===== config.mk =====
export PLATFORM = sky130hd
export DESIGN_NAME = hierarchical_timer_wheel
export DESIGN_NICKNAME = d
export VERILOG_FILES = /design/src/rtl/htw_pkg.sv /design/src/rtl/htw_ram.sv /design/src/rtl/htw_ctrl.sv /design/src/rtl/htw_dpath.sv /design/src/rtl/hierarchical_timer_wheel.sv
export VERILOG_INCLUDE_DIRS = /design/src /design/src/rtl
export SDC_FILE = /design/constraint.sdc
export NUM_CORES = 2
export LEC_CHECK = 0
export BUFFER_PORTS_ARGS = -buffer_cell sky130_fd_sc_hd__buf_2
export CAP_MARGIN = 10
export CELL_PAD_IN_SITES_DETAIL_PLACEMENT = 0
export CELL_PAD_IN_SITES_GLOBAL_PLACEMENT = 1
export CORE_AREA = 3 3 559 561
export DETAILED_ROUTE_END_ITERATION = 12
export DIE_AREA = 0 0 562 564
export PLACE_DENSITY = 0.8
export SLEW_MARGIN = 20
export SYNTH_ARGS = -nofsm -noshare
export SYNTH_HDL_FRONTEND = slang
export SYNTH_SLANG_ARGS = --single-unit

===== constraint.sdc =====
create_clock -name clock -period 9.7 [get_ports clock]
set_input_delay 1.94 -clock clock [delete_from_list [all_inputs] [get_ports clock]]
set_output_delay 1.94 -clock clock [all_outputs]
set_load 0.01 [all_outputs]

===== src/rtl/hierarchical_timer_wheel_assert.svh =====
// assertion macros shared by the timer wheel modules
`ifndef HIERARCHICAL_TIMER_WHEEL_ASSERT_SVH
`define HIERARCHICAL_TIMER_WHEEL_ASSERT_SVH
`ifndef SYNTHESIS
`define HTW_ASSERT(lbl, prop, msg) \
   lbl: assert property (@(posedge clock) disable iff (reset) (prop)) else $error(msg);
`define HTW_NEVER(lbl, expr, msg) \
   lbl: assert property (@(posedge clock) disable iff (reset) !(expr)) else $error(msg);
`else
`define HTW_ASSERT(lbl, prop, msg)
`define HTW_NEVER(lbl, expr, msg)
`endif
`endif


===== src/rtl/htw_pkg.sv =====
// types, constants and placement functions of the timer wheel
package htw_pkg;

   localparam int NUM_TIMERS       = 32;
   localparam int LOW_LEVEL_BITS   = 8;
   localparam int UPPER_LEVEL_BITS = 6;
   localparam int MAX_REPORTS      = 32;

   localparam int IDX_W  = $clog2(NUM_TIMERS);
   localparam int SLOT_W = (LOW_LEVEL_BITS > UPPER_LEVEL_BITS) ? LOW_LEVEL_BITS
                                                               : UPPER_LEVEL_BITS;
   localparam int REP_W  = $clog2(MAX_REPORTS + 1);
   localparam int LVL_W  = 3;

   localparam logic [LVL_W-1:0] LEVEL_LOW = 3'd0;
   localparam logic [LVL_W-1:0] LEVEL_ONE = 3'd1;
   localparam logic [LVL_W-1:0] LEVEL_TWO = 3'd2;
   localparam logic [LVL_W-1:0] LEVEL_THREE = 3'd3;
   localparam logic [LVL_W-1:0] LEVEL_TOP = 3'd4;

   localparam logic [1:0] OP_TICK  = 2'd0;
   localparam logic [1:0] OP_START = 2'd1;
   localparam logic [1:0] OP_KILL  = 2'd2;

   localparam logic [1:0] KIND_ACK  = 2'd0;
   localparam logic [1:0] KIND_FIRE = 2'd1;
   localparam logic [1:0] KIND_IDLE = 2'd2;

   typedef struct packed {
      logic [1:0]         op;
      logic [4:0]         timer_id;
      logic [30:0]        first_delay;
      logic [30:0]        reload_period;
      logic signed [31:0] repeat_count;
   } req_type;

   typedef struct packed {
      logic [1:0] kind;
      logic [4:0] fired_id;
      logic       rearmed;
      logic       last;
   } rsp_type;

   typedef struct packed {
      logic [31:0]       expiry;
      logic [30:0]       period;
      logic [31:0]       count;
      logic [LVL_W-1:0]  level;
      logic [SLOT_W-1:0] slot;
   } entry_type;

   localparam int ENTRY_W = $bits(entry_type);

   typedef struct packed {
      logic [LVL_W-1:0]  level;
      logic [SLOT_W-1:0] slot;
   } place_type;

   typedef enum logic [1:0] {
      ST_IDLE,
      ST_CASC,
      ST_FIRE,
      ST_FLUSH
   } state_type;

   typedef struct packed {
      logic accept;
      logic scan_start;
      logic fire_enter;
      logic lvl_next;
      logic fire_end;
      logic flush;
   } ctl_cmd_type;

   typedef struct packed {
      logic req_is_tick;
      logic tick_zero;
      logic scan_done;
      logic casc_more;
      logic out_free;
   } ctl_sts_type;

   function automatic logic [UPPER_LEVEL_BITS-1:0] upper_field(logic [31:0] v, int sh);
      logic [63:0] w;
      w = {32'd0, v} >> sh;
      return w[UPPER_LEVEL_BITS-1:0];
   endfunction

   // slot index of an upper level at time t
   function automatic logic [SLOT_W-1:0] level_field(logic [31:0] t, logic [LVL_W-1:0] lvl);
      logic [SLOT_W-1:0] s;
      unique case (lvl)
         LEVEL_ONE:   s = SLOT_W'(upper_field(t, LOW_LEVEL_BITS));
         LEVEL_TWO:   s = SLOT_W'(upper_field(t, LOW_LEVEL_BITS + UPPER_LEVEL_BITS));
         LEVEL_THREE: s = SLOT_W'(upper_field(t, LOW_LEVEL_BITS + 2 * UPPER_LEVEL_BITS));
         default:     s = SLOT_W'(upper_field(t, LOW_LEVEL_BITS + 3 * UPPER_LEVEL_BITS));
      endcase
      return s;
   endfunction

   // level and slot for expiry e, diff = e - t
   function automatic place_type place_fn(logic [31:0] e, logic [31:0] diff,
                                          logic [31:0] t);
      logic [63:0] d;
      place_type   p;
      d       = {32'd0, diff};
      p.level = LEVEL_TOP;
      p.slot  = SLOT_W'(upper_field(e, LOW_LEVEL_BITS + 3 * UPPER_LEVEL_BITS));
      for (int k = 3; k >= 1; k--) begin
         if ((d >> (LOW_LEVEL_BITS + k * UPPER_LEVEL_BITS)) == 64'd0) begin
            p.level = LVL_W'(k);
            p.slot  = SLOT_W'(upper_field(e, LOW_LEVEL_BITS + (k - 1) * UPPER_LEVEL_BITS));
         end
      end
      if ((d >> LOW_LEVEL_BITS) == 64'd0) begin
         p.level = LEVEL_LOW;
         p.slot  = SLOT_W'(e[LOW_LEVEL_BITS-1:0]);
      end
      if (diff[31]) begin
         p.level = LEVEL_LOW;
         p.slot  = SLOT_W'(t[LOW_LEVEL_BITS-1:0]);
      end
      return p;
   endfunction

endpackage


===== src/rtl/htw_ram.sv =====
// generic single write port ram with registered read
module htw_ram #(
   parameter int WIDTH = 8,
   parameter int DEPTH = 16
) (
   input  logic                     clock,
   input  logic                     wr_en,
   input  logic [$clog2(DEPTH)-1:0] wr_addr,
   input  logic [WIDTH-1:0]         wr_data,
   input  logic                     rd_en,
   input  logic [$clog2(DEPTH)-1:0] rd_addr,
   output logic [WIDTH-1:0]         rd_data
);

   logic [WIDTH-1:0] mem_ff [DEPTH];
   logic [WIDTH-1:0] rd_data_ff;

   always_ff @(posedge clock) begin
      if (wr_en) begin
         mem_ff[wr_addr] <= wr_data;
      end
      if (rd_en) begin
         rd_data_ff <= mem_ff[rd_addr];
      end
   end

   assign rd_data = rd_data_ff;

endmodule


===== src/rtl/htw_ctrl.sv =====
// sequencing state machine of the timer wheel
`include "hierarchical_timer_wheel_assert.svh"
module htw_ctrl (
   input  logic                 clock,
   input  logic                 reset,
   input  logic                 req_valid,
   output logic                 req_ready,
   input  htw_pkg::ctl_sts_type sts,
   output htw_pkg::ctl_cmd_type cmd
);
   import htw_pkg::*;

   state_type state_ff;
   state_type state_in;

   always_ff @(posedge clock) begin
      if (reset) begin
         state_ff <= ST_IDLE;
      end else begin
         state_ff <= state_in;
      end
   end

   always_comb begin
      state_in = state_ff;
      unique case (state_ff)
         ST_IDLE: begin
            if (req_valid) begin
               if (!sts.req_is_tick) begin
                  state_in = ST_FLUSH;
               end else if (sts.tick_zero) begin
                  state_in = ST_CASC;
               end else begin
                  state_in = ST_FIRE;
               end
            end
         end
         ST_CASC: begin
            if (sts.scan_done && !sts.casc_more) begin
               state_in = ST_FIRE;
            end
         end
         ST_FIRE: begin
            if (sts.scan_done) begin
               state_in = ST_FLUSH;
            end
         end
         ST_FLUSH: begin
            if (sts.out_free) begin
               state_in = ST_IDLE;
            end
         end
         default: state_in = ST_IDLE;
      endcase
   end

   always_comb begin
      cmd       = '0;
      req_ready = 1'b0;
      unique case (state_ff)
         ST_IDLE: begin
            req_ready = 1'b1;
            if (req_valid) begin
               cmd.accept = 1'b1;
               if (sts.req_is_tick) begin
                  cmd.scan_start = 1'b1;
                  cmd.fire_enter = !sts.tick_zero;
               end
            end
         end
         ST_CASC: begin
            if (sts.scan_done) begin
               cmd.scan_start = 1'b1;
               cmd.lvl_next   = sts.casc_more;
               cmd.fire_enter = !sts.casc_more;
            end
         end
         ST_FIRE: begin
            cmd.fire_end = sts.scan_done;
         end
         ST_FLUSH: begin
            cmd.flush = sts.out_free;
         end
         default: cmd = '0;
      endcase
   end

   `HTW_ASSERT(a_flush_done, (state_ff == ST_FLUSH && sts.out_free) |=> state_ff == ST_IDLE, "flush did not return to idle")
   `HTW_ASSERT(a_tick_scans, (cmd.accept && sts.req_is_tick) |=> (state_ff == ST_CASC || state_ff == ST_FIRE), "tick did not start a scan")
   `HTW_ASSERT(a_casc_holds, (state_ff == ST_CASC && !sts.scan_done) |=> state_ff == ST_CASC, "cascade left before scan end")

endmodule


===== src/rtl/htw_dpath.sv =====
// timer table, wheel placement, scan pipeline and result registers
`include "hierarchical_timer_wheel_assert.svh"
module htw_dpath (
   input  logic                 clock,
   input  logic                 reset,
   input  htw_pkg::req_type     req_data,
   input  htw_pkg::ctl_cmd_type cmd,
   output htw_pkg::ctl_sts_type sts,
   input  logic                 rsp_ready,
   output logic                 rsp_valid,
   output htw_pkg::rsp_type     rsp_data
);
   import htw_pkg::*;

   logic [31:0]               time_ff, time_in;
   logic [NUM_TIMERS-1:0]     armed_ff, armed_in;
   logic [LOW_LEVEL_BITS-1:0] tick_idx_ff, tick_idx_in;
   logic [LVL_W-1:0]          casc_lvl_ff, casc_lvl_in;
   logic                      fire_mode_ff, fire_mode_in;
   logic                      issue_ff, issue_in;
   logic [IDX_W-1:0]          rd_cnt_ff, rd_cnt_in;
   logic                      pend_ff, pend_in;
   logic [IDX_W-1:0]          pend_idx_ff, pend_idx_in;
   logic [REP_W-1:0]          rep_cnt_ff, rep_cnt_in;
   logic                      hold_valid_ff, hold_valid_in;
   rsp_type                   hold_ff, hold_in;
   logic                      out_valid_ff, out_valid_in;
   rsp_type                   out_ff, out_in;

   logic               wr_en;
   logic [IDX_W-1:0]   wr_addr;
   entry_type          wr_entry;
   logic               rd_en;
   logic [ENTRY_W-1:0] rd_bits;
   entry_type          ent;

   logic              id_ok, start_wr, kill_wr;
   logic [IDX_W-1:0]  req_idx;
   logic [31:0]       start_exp;
   logic [SLOT_W-1:0] casc_slot;
   logic              armed_cur, casc_hit, fire_hit, do_fire, want_report;
   logic              out_free, stall, advance, report, push;
   logic [31:0]       new_exp, diff_casc, diff_fire;
   place_type         p_start, p_casc, p_fire;

   htw_ram #(
      .WIDTH (ENTRY_W),
      .DEPTH (NUM_TIMERS)
   ) u_table (
      .clock   (clock),
      .wr_en   (wr_en),
      .wr_addr (wr_addr),
      .wr_data (wr_entry),
      .rd_en   (rd_en),
      .rd_addr (rd_cnt_ff),
      .rd_data (rd_bits)
   );

   assign ent = entry_type'(rd_bits);

   // entry evaluation
   always_comb begin
      id_ok     = 32'(req_data.timer_id) < NUM_TIMERS;
      req_idx   = IDX_W'(req_data.timer_id);
      start_wr  = cmd.accept && (req_data.op == OP_START) && id_ok;
      kill_wr   = cmd.accept && (req_data.op == OP_KILL) && id_ok;
      start_exp = time_ff + {1'b0, req_data.first_delay};
      p_start   = place_fn(start_exp, {1'b0, req_data.first_delay}, time_ff);

      casc_slot = level_field(time_ff, casc_lvl_ff);
      armed_cur = armed_ff[pend_idx_ff];
      casc_hit  = pend_ff && !fire_mode_ff && armed_cur &&
                  (ent.level == casc_lvl_ff) && (ent.slot == casc_slot);
      fire_hit  = pend_ff && fire_mode_ff && armed_cur && (ent.level == LEVEL_LOW) &&
                  (ent.slot == SLOT_W'(tick_idx_ff));
      do_fire   = fire_hit && (ent.count[31] || (ent.count != 32'd0));
      new_exp   = ent.expiry + {1'b0, ent.period};
      diff_casc = ent.expiry - time_ff;
      diff_fire = new_exp - time_ff;
      p_casc    = place_fn(ent.expiry, diff_casc, time_ff);
      p_fire    = place_fn(new_exp, diff_fire, time_ff);

      want_report = do_fire && (rep_cnt_ff < REP_W'(MAX_REPORTS));
      out_free    = !out_valid_ff || rsp_ready;
      stall       = want_report && hold_valid_ff && !out_free;
      advance     = !stall;
      report      = want_report && advance;
      push        = (report && hold_valid_ff) || cmd.flush;
   end

   // table writes
   always_comb begin
      wr_en    = 1'b0;
      wr_addr  = pend_idx_ff;
      wr_entry = ent;
      if (start_wr) begin
         wr_en          = 1'b1;
         wr_addr        = req_idx;
         wr_entry.expiry = start_exp;
         wr_entry.period = req_data.reload_period;
         wr_entry.count  = req_data.repeat_count;
         wr_entry.level  = p_start.level;
         wr_entry.slot   = p_start.slot;
      end else if (casc_hit) begin
         wr_en          = 1'b1;
         wr_entry.level = p_casc.level;
         wr_entry.slot  = p_casc.slot;
      end else if (do_fire && advance) begin
         wr_en           = 1'b1;
         wr_entry.expiry = new_exp;
         wr_entry.count  = ent.count[31] ? ent.count : ent.count - 32'd1;
         wr_entry.level  = p_fire.level;
         wr_entry.slot   = p_fire.slot;
      end
   end

   // control state next values
   always_comb begin
      time_in      = time_ff;
      armed_in     = armed_ff;
      tick_idx_in  = tick_idx_ff;
      casc_lvl_in  = casc_lvl_ff;
      fire_mode_in = fire_mode_ff;
      issue_in     = issue_ff;
      rd_cnt_in    = rd_cnt_ff;
      pend_in      = pend_ff;
      pend_idx_in  = pend_idx_ff;
      rep_cnt_in   = rep_cnt_ff;
      rd_en        = 1'b0;

      if (start_wr) begin
         armed_in[req_idx] = 1'b1;
      end
      if (kill_wr) begin
         armed_in[req_idx] = 1'b0;
      end
      // count used up: freed without firing
      if (fire_hit && !do_fire) begin
         armed_in[pend_idx_ff] = 1'b0;
      end

      if (cmd.accept) begin
         casc_lvl_in = LEVEL_ONE;
         rep_cnt_in  = '0;
      end
      if (cmd.lvl_next) begin
         casc_lvl_in = casc_lvl_ff + 3'd1;
      end
      if (cmd.fire_enter) begin
         time_in     = time_ff + 32'd1;
         tick_idx_in = time_ff[LOW_LEVEL_BITS-1:0];
      end
      if (report) begin
         rep_cnt_in = rep_cnt_ff + 1'b1;
      end

      if (cmd.scan_start) begin
         fire_mode_in = cmd.fire_enter;
         issue_in     = 1'b1;
         rd_cnt_in    = '0;
         pend_in      = 1'b0;
      end else if (advance) begin
         pend_in     = issue_ff;
         pend_idx_in = rd_cnt_ff;
         rd_en       = issue_ff;
         if (issue_ff) begin
            rd_cnt_in = rd_cnt_ff + 1'b1;
            if (rd_cnt_ff == IDX_W'(NUM_TIMERS - 1)) begin
               issue_in = 1'b0;
            end
         end
      end
   end

   // report staging: the newest report waits in hold until its last flag is known
   always_comb begin
      hold_valid_in = hold_valid_ff;
      hold_in       = hold_ff;
      out_valid_in  = out_valid_ff;
      out_in        = out_ff;

      if (push) begin
         out_valid_in = 1'b1;
         out_in       = hold_ff;
         out_in.last  = cmd.flush;
      end else if (rsp_ready) begin
         out_valid_in = 1'b0;
      end

      if (cmd.accept && (req_data.op == OP_START || req_data.op == OP_KILL)) begin
         hold_valid_in    = 1'b1;
         hold_in.kind     = KIND_ACK;
         hold_in.fired_id = req_data.timer_id;
         hold_in.rearmed  = 1'b0;
         hold_in.last     = 1'b0;
      end else if (report) begin
         hold_valid_in    = 1'b1;
         hold_in.kind     = KIND_FIRE;
         hold_in.fired_id = 5'(pend_idx_ff);
         hold_in.rearmed  = 1'b1;
         hold_in.last     = 1'b0;
      end else if (cmd.fire_end && !hold_valid_ff) begin
         hold_valid_in    = 1'b1;
         hold_in.kind     = KIND_IDLE;
         hold_in.fired_id = 5'd0;
         hold_in.rearmed  = 1'b0;
         hold_in.last     = 1'b0;
      end else if (cmd.flush) begin
         hold_valid_in = 1'b0;
      end
   end

   always_ff @(posedge clock) begin
      if (reset) begin
         time_ff       <= '0;
         armed_ff      <= '0;
         fire_mode_ff  <= 1'b0;
         issue_ff      <= 1'b0;
         pend_ff       <= 1'b0;
         hold_valid_ff <= 1'b0;
         out_valid_ff  <= 1'b0;
      end else begin
         time_ff       <= time_in;
         armed_ff      <= armed_in;
         fire_mode_ff  <= fire_mode_in;
         issue_ff      <= issue_in;
         pend_ff       <= pend_in;
         hold_valid_ff <= hold_valid_in;
         out_valid_ff  <= out_valid_in;
      end
   end

   always_ff @(posedge clock) begin
      tick_idx_ff <= tick_idx_in;
      casc_lvl_ff <= casc_lvl_in;
      rd_cnt_ff   <= rd_cnt_in;
      pend_idx_ff <= pend_idx_in;
      rep_cnt_ff  <= rep_cnt_in;
      hold_ff     <= hold_in;
      out_ff      <= out_in;
   end

   always_comb begin
      sts.req_is_tick = !(req_data.op == OP_START || req_data.op == OP_KILL);
      sts.tick_zero   = time_ff[LOW_LEVEL_BITS-1:0] == '0;
      sts.scan_done   = !issue_ff && !pend_ff;
      sts.casc_more   = (casc_slot == '0) && (casc_lvl_ff != LEVEL_TOP);
      sts.out_free    = out_free;
   end

   assign rsp_valid = out_valid_ff;
   assign rsp_data  = out_ff;

   `HTW_NEVER(a_no_overwrite, push && out_valid_ff && !rsp_ready, "pending result overwritten")
   `HTW_ASSERT(a_stall_holds, stall |=> (pend_ff && $stable(pend_idx_ff)), "scan moved during stall")
   `HTW_NEVER(a_accept_empty, cmd.accept && hold_valid_ff, "item taken with a report still held")

endmodule


===== src/rtl/hierarchical_timer_wheel.sv =====
// top level of the five-level hierarchical timer wheel
//
//   channel   direction   handshake              payload
//   req_      in          req_valid / req_ready  req_data  (op, id, delay, period, count)
//   rsp_      out         rsp_valid / rsp_ready  rsp_data  (kind, id, rearmed, last)
//
// start and kill: the acknowledge is staged in the hold register, then moved to the output register
// tick: one table scan over all NUM_TIMERS entries for the firing pass, plus one scan
//   per cascaded level when the low index is zero, up to five scans in all
// the scan rate is set by the single read port of the timer table
// reset clears time, armed flags and handshakes; table contents stay undefined
// a stalled result channel holds the firing scan; a new item is taken once the
//   last result of the previous one sits in the output register
`include "hierarchical_timer_wheel_assert.svh"
module hierarchical_timer_wheel (
   input  logic              clock,
   input  logic              reset,
   input  logic              req_valid,
   output logic              req_ready,
   input  htw_pkg::req_type  req_data,
   output logic              rsp_valid,
   input  logic              rsp_ready,
   output htw_pkg::rsp_type  rsp_data
);
   import htw_pkg::*;

   // command and status between sequencer and datapath
   ctl_cmd_type cmd;
   ctl_sts_type sts;

   // sequencer: idle, cascade scans, firing scan, final flush
   htw_ctrl u_ctrl (
      .clock     (clock),
      .reset     (reset),
      .req_valid (req_valid),
      .req_ready (req_ready),
      .sts       (sts),
      .cmd       (cmd)
   );

   // timer table, placement logic and result staging
   htw_dpath u_dpath (
      .clock     (clock),
      .reset     (reset),
      .req_data  (req_data),
      .cmd       (cmd),
      .sts       (sts),
      .rsp_ready (rsp_ready),
      .rsp_valid (rsp_valid),
      .rsp_data  (rsp_data)
   );

   // a transfer on the request side only ever starts one sequence
   `HTW_NEVER(a_ready_idle, req_ready && cmd.fire_end, "ready while a scan ends")
   `HTW_ASSERT(a_ack_follows, (req_valid && req_ready && !sts.req_is_tick) |=> !req_ready, "ack not sequenced")
   `HTW_ASSERT(a_scan_blocks, (req_valid && req_ready && sts.req_is_tick) |=> !req_ready, "tick not sequenced")

endmodule

-- Word-level counts from Yosys, hierarchy flattened
Memory sizes are Yosys's and may differ from the RTL's. A register that Yosys moved wholly into a read port is not among the register bits.
Index checks and enable logic that the tools add are counted.
- $add $sub $neg: 9
- multiply operators: 0
- divide/modulo/power cells: 0
- order comparisons: 5
- eq/ne operators: 18
- shift operators: 0
- multiplexer cells: 74
- bitwise logic cells: 7
- reduce and logical (&&, ||, !) cells: 67
- operators by type and width (cell ; number):
    $logic_not A64 Y1 ; 12
    $mux W32 ; 8
    $mux W11 ; 15
    $mux W43 ; 2
    $add A32 B31 Y32 ; 2
    $and A32 B32 Y32 ; 2
    $not A32 Y32 ; 2
    $sub A32 B32 Y32 ; 2
    $add A32 B1 Y32 const B ; 1
    $or A32 B32 Y32 ; 1
    $reduce_bool A32 Y1 ; 1
    $sub A32 B1 Y32 const B ; 1
    $mux W31 ; 1
    $logic_and A1 B1 Y1 ; 25
    $mux W1 ; 25
    $pmux W6 S3 ; 1
    $logic_not A8 Y1 ; 2
    $mux W8 ; 2
    $mux W2 ; 7
    $lt A5 B6 Y1 const B ; 2
    $mux W3 ; 4
    $mux W6 ; 2
    $demux W1 S5 ; 2
    $ge A5 B1 Y1 const B ; 2
    other kinds (31) ; 56
- bits in registers: 115
- latch bits: 0
- bits in writable memories: 3392
- bits in read-only memories: 0
- bits of input ports: 105
- output and inout port bits: 11
- word-level logic and storage cells: 202
- memories: 1
- memory list (memory ; words ; width ; read ports ; clocked after Yosys merged registers in ; write ports ; RTL line ; text):
    u_dpath.u_table.mem_ff ; 32 ; 106 ; 1 ; 1 ; 1 ; htw_ram.sv:15 ; logic [WIDTH-1:0] mem_ff [DEPTH];

-- Logic depth before layout (Yosys ltp)
- depth after elaboration: 16
- gate-level depth with buffers: 25
- mapped depth without buffers: 23

-- By module
Synthesis repeated with hierarchy kept, for this count alone.
- cell total of the unflattened synthesis: 8391
- area, all modules: 147900.6 sq um
- by module, submodules not included (module ; instances ; cells each ; area an instance (sq um) ; sequential area each (sq um)):
    htw_ram ; 1 ; 6177 ; 131871.5 ; 105040.7
    htw_dpath ; 1 ; 2180 ; 15738.8 ; 2572.5
    htw_ctrl ; 1 ; 34 ; 290.3 ; 40.0

-- Worst setup path before layout
No wires, ideal clock.
- path type: reg-to-reg
- from: register u_dpath.casc_lvl_ff[0]
- to: memory u_dpath.u_table.mem_ff[11][0] (netlist name), enable pin
- setup time: 572 ps
- data arrival time: 7761 ps
- required time: 9128 ps
- setup slack: 1367 ps
- cell stages (with the launch flop): 13
- path buffers: 1
- clock period less this slack: 8333 ps
- path through: edfxtp_1 > ha_1 > or2_2 > a21oi_1 > mux2_2 > xor2_1 > nand2_1 > or4_1 > clkbuf_8 > and2_1 > nor2_1 > a31oi_1 > nor2_1
- cells in the longest elaborated chain, start to end: 8
- elaborated cells on any way between the ends: 12
- those cells by class: eq/ne (5); mux (5); reduce/logical (2)
- ends and longest elaborated chain (element ; RTL line ; text):
    start: declaration ; htw_dpath.sv:18 ; logic [LVL_W-1:0] casc_lvl_ff, casc_lvl_in;
    start signal: assignment ; htw_dpath.sv:235 ; casc_lvl_ff <= casc_lvl_in;
    $eq A3 B2 Y1 or $eq A3 B1 Y1 (tied branches) ; n/a ;
    $pmux W6 S3 ; htw_pkg.sv:92 ; unique case (lvl)
    $eq A8 B6 Y1 ; htw_dpath.sv:73 ; (ent.level == casc_lvl_ff) && (ent.slot == casc_slot);
    $logic_and A1 B1 Y1 * ; htw_dpath.sv:73 ;
    $mux W1 * ; htw_dpath.sv:104 ; end else if (casc_hit) begin
    $mux W1 * ; htw_dpath.sv:96 ; if (start_wr) begin
    $mux W1 * ; htw_ram.sv:19 ; if (wr_en) begin
    $mux W1 (not written as such) * ; htw_ram.sv:20 ; mem_ff[wr_addr] <= wr_data;
    end: declaration ; htw_ram.sv:15 ;
Mark *: on every way between the ends. The rest lies on a longest branch, timed or not.

-- Worst setup path after layout
- from: register u_dpath.u_table.rd_data_ff[83] (netlist: u_dpath.u_table.rd_data[83]) (read register of u_dpath.u_table.mem_ff)
- to: memory u_dpath.u_table.mem_ff[22][4] (netlist name) (data pin)
- cells in the longest elaborated chain, start to end: 11
- elaborated cells on any way between the ends: 24
- those cells by class: add/sub (3); mux (13); reduce/logical (8)
- ends and longest elaborated chain (element ; RTL line ; text):
    start: declaration ; htw_ram.sv:16 ; logic [WIDTH-1:0] rd_data_ff;
    $add A32 B31 Y32 ; htw_dpath.sv:77 ; new_exp = ent.expiry + {1'b0, ent.period};
    $sub A32 B32 Y32 ; htw_dpath.sv:79 ; diff_fire = new_exp - time_ff;
    $logic_not A64 Y1 ; htw_pkg.sv:110 ; if ((d >> (LOW_LEVEL_BITS + k * UPPER_LEVEL_BITS)) == 64'd0) begin
    $mux W11 (3 in series) ; htw_pkg.sv:110 ;
    $mux W11 ; htw_pkg.sv:115 ; if ((d >> LOW_LEVEL_BITS) == 64'd0) begin
    $mux W11 ; htw_pkg.sv:119 ; if (diff[31]) begin
    $mux W43 ; htw_dpath.sv:108 ; end else if (do_fire && advance) begin
    $mux W11 * ; htw_dpath.sv:104 ;
    $mux W43 * ; htw_dpath.sv:96 ;
    via u_dpath.u_table.wr_data[4] ; htw_ram.sv:9 ; input logic [WIDTH-1:0] wr_data,
The timed path passes the listed nets; every way through them passes the cells marked *.

==> impl_metrics.ini <==
[yosys]
ys_seq_area_frac = 0.729
synthFlopType = sky130_fd_sc_hd__edfxtp_1
yosys.cell_types.count = 98
syn-num-nets = 7906
synth_warnings = 0
postSynthRegisterBits = 3611
synth-edff-count = 3533
post_synth_instance_area_mm2 = 0.148
synthesis.area_per_instance_um2 = 19.3
ys_async_rst_share = 0
number_of_cells_produced_by_synthesis = 7660

[route]
routedWlPerCell_um = 33.6
drtAntennaViolNets = 0
remaining_drc_errors = 0
drt_pass_1_iters = 6
totalWireLength_um = 416000
post_drt_via_cell_ratio = 6.50
drt-initial-drc-count = 11461
detailroute.via_count = 80439

[cells_and_area]
layout.area.seq_mm2 = 0.108
layout-area-overhead-vs-synth_pct = 12.8
commonest_non_fill_non_tap_cell_in_the_layout = sky130_fd_sc_hd__edfxtp_1
layout-drive-gt1-share = 0.236
most-common-layout-cells = sky130_fd_sc_hd__edfxtp_1 (3533), sky130_fd_sc_hd__mux4_2 (893), sky130_fd_sc_hd__nand2_1 (487)
multiInputGateArea_mm2 = 0.0389
finalInstanceArea_mm2 = 0.167
nNetsFinal = 8209
filler_cell_count = 23188

[floorplan]
fp-row-count = 204
die-area_mm2 = 0.317
top_level_ports = 116
initial_core_util = 0.479
core_area_mm2 = 0.308
fp.dieH_um = 564
horizontal_die_dimension_um = 562

[worst_setup_path]
crit_slowest_cell = sky130_fd_sc_hd__a221oi_1
timing.critical_path.arrival_ns = 8.27
r2r_setup_slack_ns = 2.08
crit_path_max_fanout = 32
worst_setup_path_start_kind = flop
timing.critical_path.to_type = flop
timing.setup.critical_path_class = reg2reg
critical-path-max-stage-delay_ns = 0.70
crit_chain = ha_1 -> a21oi_1 -> o21ai_0 -> o311ai_0 -> nand3_1 -> a221oi_1 -> o21ai_0 -> a21oi_1 -> xnor2_1 -> ha_1 -> a21o_1 -> a21o_1 -> a221oi_1 -> o21ai_0 -> a21oi_1 -> xor2_1 -> xor2_1 -> nand3_1 -> and2_2 -> a211oi_1 -> o21a_2
required_time_of_the_critical_path_ns = 10.35

[hold_path]
holdCritPathClass = reg2reg

[flow_run]
drv_cap = 0

[clock_tree]
clk-insertion-delay-late_ns = 0.95
clk_buf_depth = 4
cts_hold_repair.buffers = 0
cts_post_setup_buffers_inserted = 0
clockRootBuffer = sky130_fd_sc_hd__clkbuf_16
cts_sinks = 3611
cts_tree = built
h-tree-depth = 5
clkSlewWorstSetupHoldPaths_ns = 0.06
number_of_buffers_added_by_the_clock_tree_synthesis_step = 357
cts_resized = 0

[global_route]
global_route.usage.met1 = 0.372
globalRouteOverflowTotal = 0
gr-usage-met2 = 0.404
globalRouteTotalUtil = 0.259
wire_length_of_the_first_global_routing_pass_um = 590000
groute.layer.met3.usage = 0.0491
antenna_violations_before_repair = 21
grt_max_degree = 142
grt_pass1_vias = 79297
busiest_layer = met2

[sta]
final_max_slew_viol_count = 0
timing.clock.skew_ns = 0.0954
setup_tns_ns = 0
worst-slew-pin-transition_ns = 1.19
hold_viol_final = 0
period_minus_slack_ns = 7.62
relSlewSlack = 0.207
rsz0062_at_grt = false
max_freq_mhz = 131
timing.final.crit_share = 0.785
count_of_final_setup_violators = 0
post-route-worst-setup-slack_ns = 2.08

[pwr]
power.leakage_nw = 51.7
ir_worst_vdd_uv = 299
pwr_density_cell_mw_per_mm2 = 269

[placed_design]
pre_cts_ws_ns = 1.95
hpwl_um = 231000
placedInstanceArea_mm2 = 0.155
gp_routability_congestion = 0.952
port_buffers = 115

[outcome]
outcome = complete, no violations
==> cell type report <==
| type | instances | area share |
|---|---|---|
| Inverter | 85 | 0.00196 |
| Clock buffer | 424 | 0.0557 |
| Clock inverter | 223 | 0.0152 |
| Sequential cell | 3611 | 0.647 |
| Multi-Input combinational cell | 3582 | 0.234 |
| Timing Repair Buffer | 326 | 0.0159 |
| Antenna cell | 10 | 0.000150 |
| Tap cell | 4120 | 0.0310 |
==> worst max-delay path: cells and delay by family (launching register included) <==
family	cells	cell delay, ns
adders and majority gates	2	0.82
and+or+nand+nor	3	1.01
AOI/OAI and AO/OA	13	4.20
xor gates and xnor gates	3	0.86
DFF	1	0.45
==> logic make-up (layout without fill, tap and decap cells) <==
group / count (synthesis) / in the layout / synth area share
muxes: 1215 / 1215 / 0.159
adders and majority gates: 141 / 141 / 0.0121
AOI/OAI and AO/OA: 961 / 961 / 0.0438
buffers and inverters: 467 / 1058 / 0.0125
xor gates and xnor gates: 159 / 159 / 0.00943
DFF: 3611 / 3611 / 0.729
and+or+nand+nor: 1106 / 1106 / 0.0342
other: 0 / 10 / 0
==> Yosys cell counts, drive strengths merged (8+ instances only) <==
master | count | area, um^2
nor2 | 246 | 923
mux4 | 893 | 20100
o21a | 27 | 203
nand2b | 22 | 143
or4 | 15 | 119
and2 | 19 | 121
o31ai | 18 | 135
o2111ai | 8 | 70.1
nor2b | 14 | 87.6
o21bai | 11 | 82.6
o211ai | 22 | 170
nor3 | 67 | 335
a21o | 50 | 375
xor2 | 41 | 359
nand2 | 490 | 1840
or3 | 23 | 146
o22ai | 30 | 188
nor4 | 23 | 144
a31oi | 59 | 369
dfxtp | 78 | 1560
mux2i | 254 | 2540
and4 | 8 | 72.6
or2 | 10 | 62.6
mux2 | 68 | 773
a21oi | 232 | 1160
a31o | 10 | 87.6
edfxtp | 3533 | 106000
and3 | 29 | 183
nand3 | 72 | 365
a221oi | 10 | 87.6
nand4 | 32 | 200
a211o | 43 | 377
xnor2 | 118 | 1030
nand3b | 13 | 97.6
o21ai | 193 | 966
o221ai | 161 | 1410
ha | 139 | 1740
inv | 85 | 319
clkbuf | 276 | 1090
a211oi | 27 | 203
buf | 105 | 428
==> registers in the layout (all words and copies together) (netlist names), 6 cells and up <==
signal,cells
u_dpath.armed_ff,32
u_dpath.tick_idx_ff,8
u_dpath.u_table.rd_data,106
u_dpath.rep_cnt_ff,6
u_dpath.hold_ff,7
u_dpath.time_ff,32
u_dpath.rsp_data,8
u_dpath.u_table.mem_ff,3392
==> routing by layer <==
layer,wire [um],vias up
li1,-,32367
met1,162000,42302
met2,196000,5079
met3,43800,683
met4,14300,8
met5,58,-
==> final timing paths <==
kind,start,to,cells past startpoint
setup reg to reg,u_dpath.u_table.rd_data[83]$_DFFE_PP_,u_dpath.u_table.mem_ff[22][4]$_DFFE_PP_,21
hold reg to reg,u_dpath.hold_ff[4]$_DFFE_PP_,u_dpath.rsp_data[4]$_DFFE_PP_,0
hold / removal,u_dpath.hold_ff[4]$_DFFE_PP_,u_dpath.rsp_data[4]$_DFFE_PP_,0
setup / recovery,u_dpath.u_table.rd_data[83]$_DFFE_PP_,u_dpath.u_table.mem_ff[22][4]$_DFFE_PP_,21
==> where the power goes <==
part           switching [W]  internal, W
clock                0.00592      0.00802
sequential          0.000330       0.0188
combinational        0.00708      0.00474
==> metrics by stage <==
stage	power (W)	util	hold WS (ns)	cells
final	0.0449	0.540	0.419	12381
after global routing	0.0464	0.540	0.434	12372
after CTS	0.0449	0.539	0.420	12370
after detailed placement	0.0311	0.501	0.406	11723
after global placement	0.0309	0.501	0.406	11719
after floorplan	0.0274	-	0.400	7660
No activity file was read; power rests on OpenSTA's default activity.
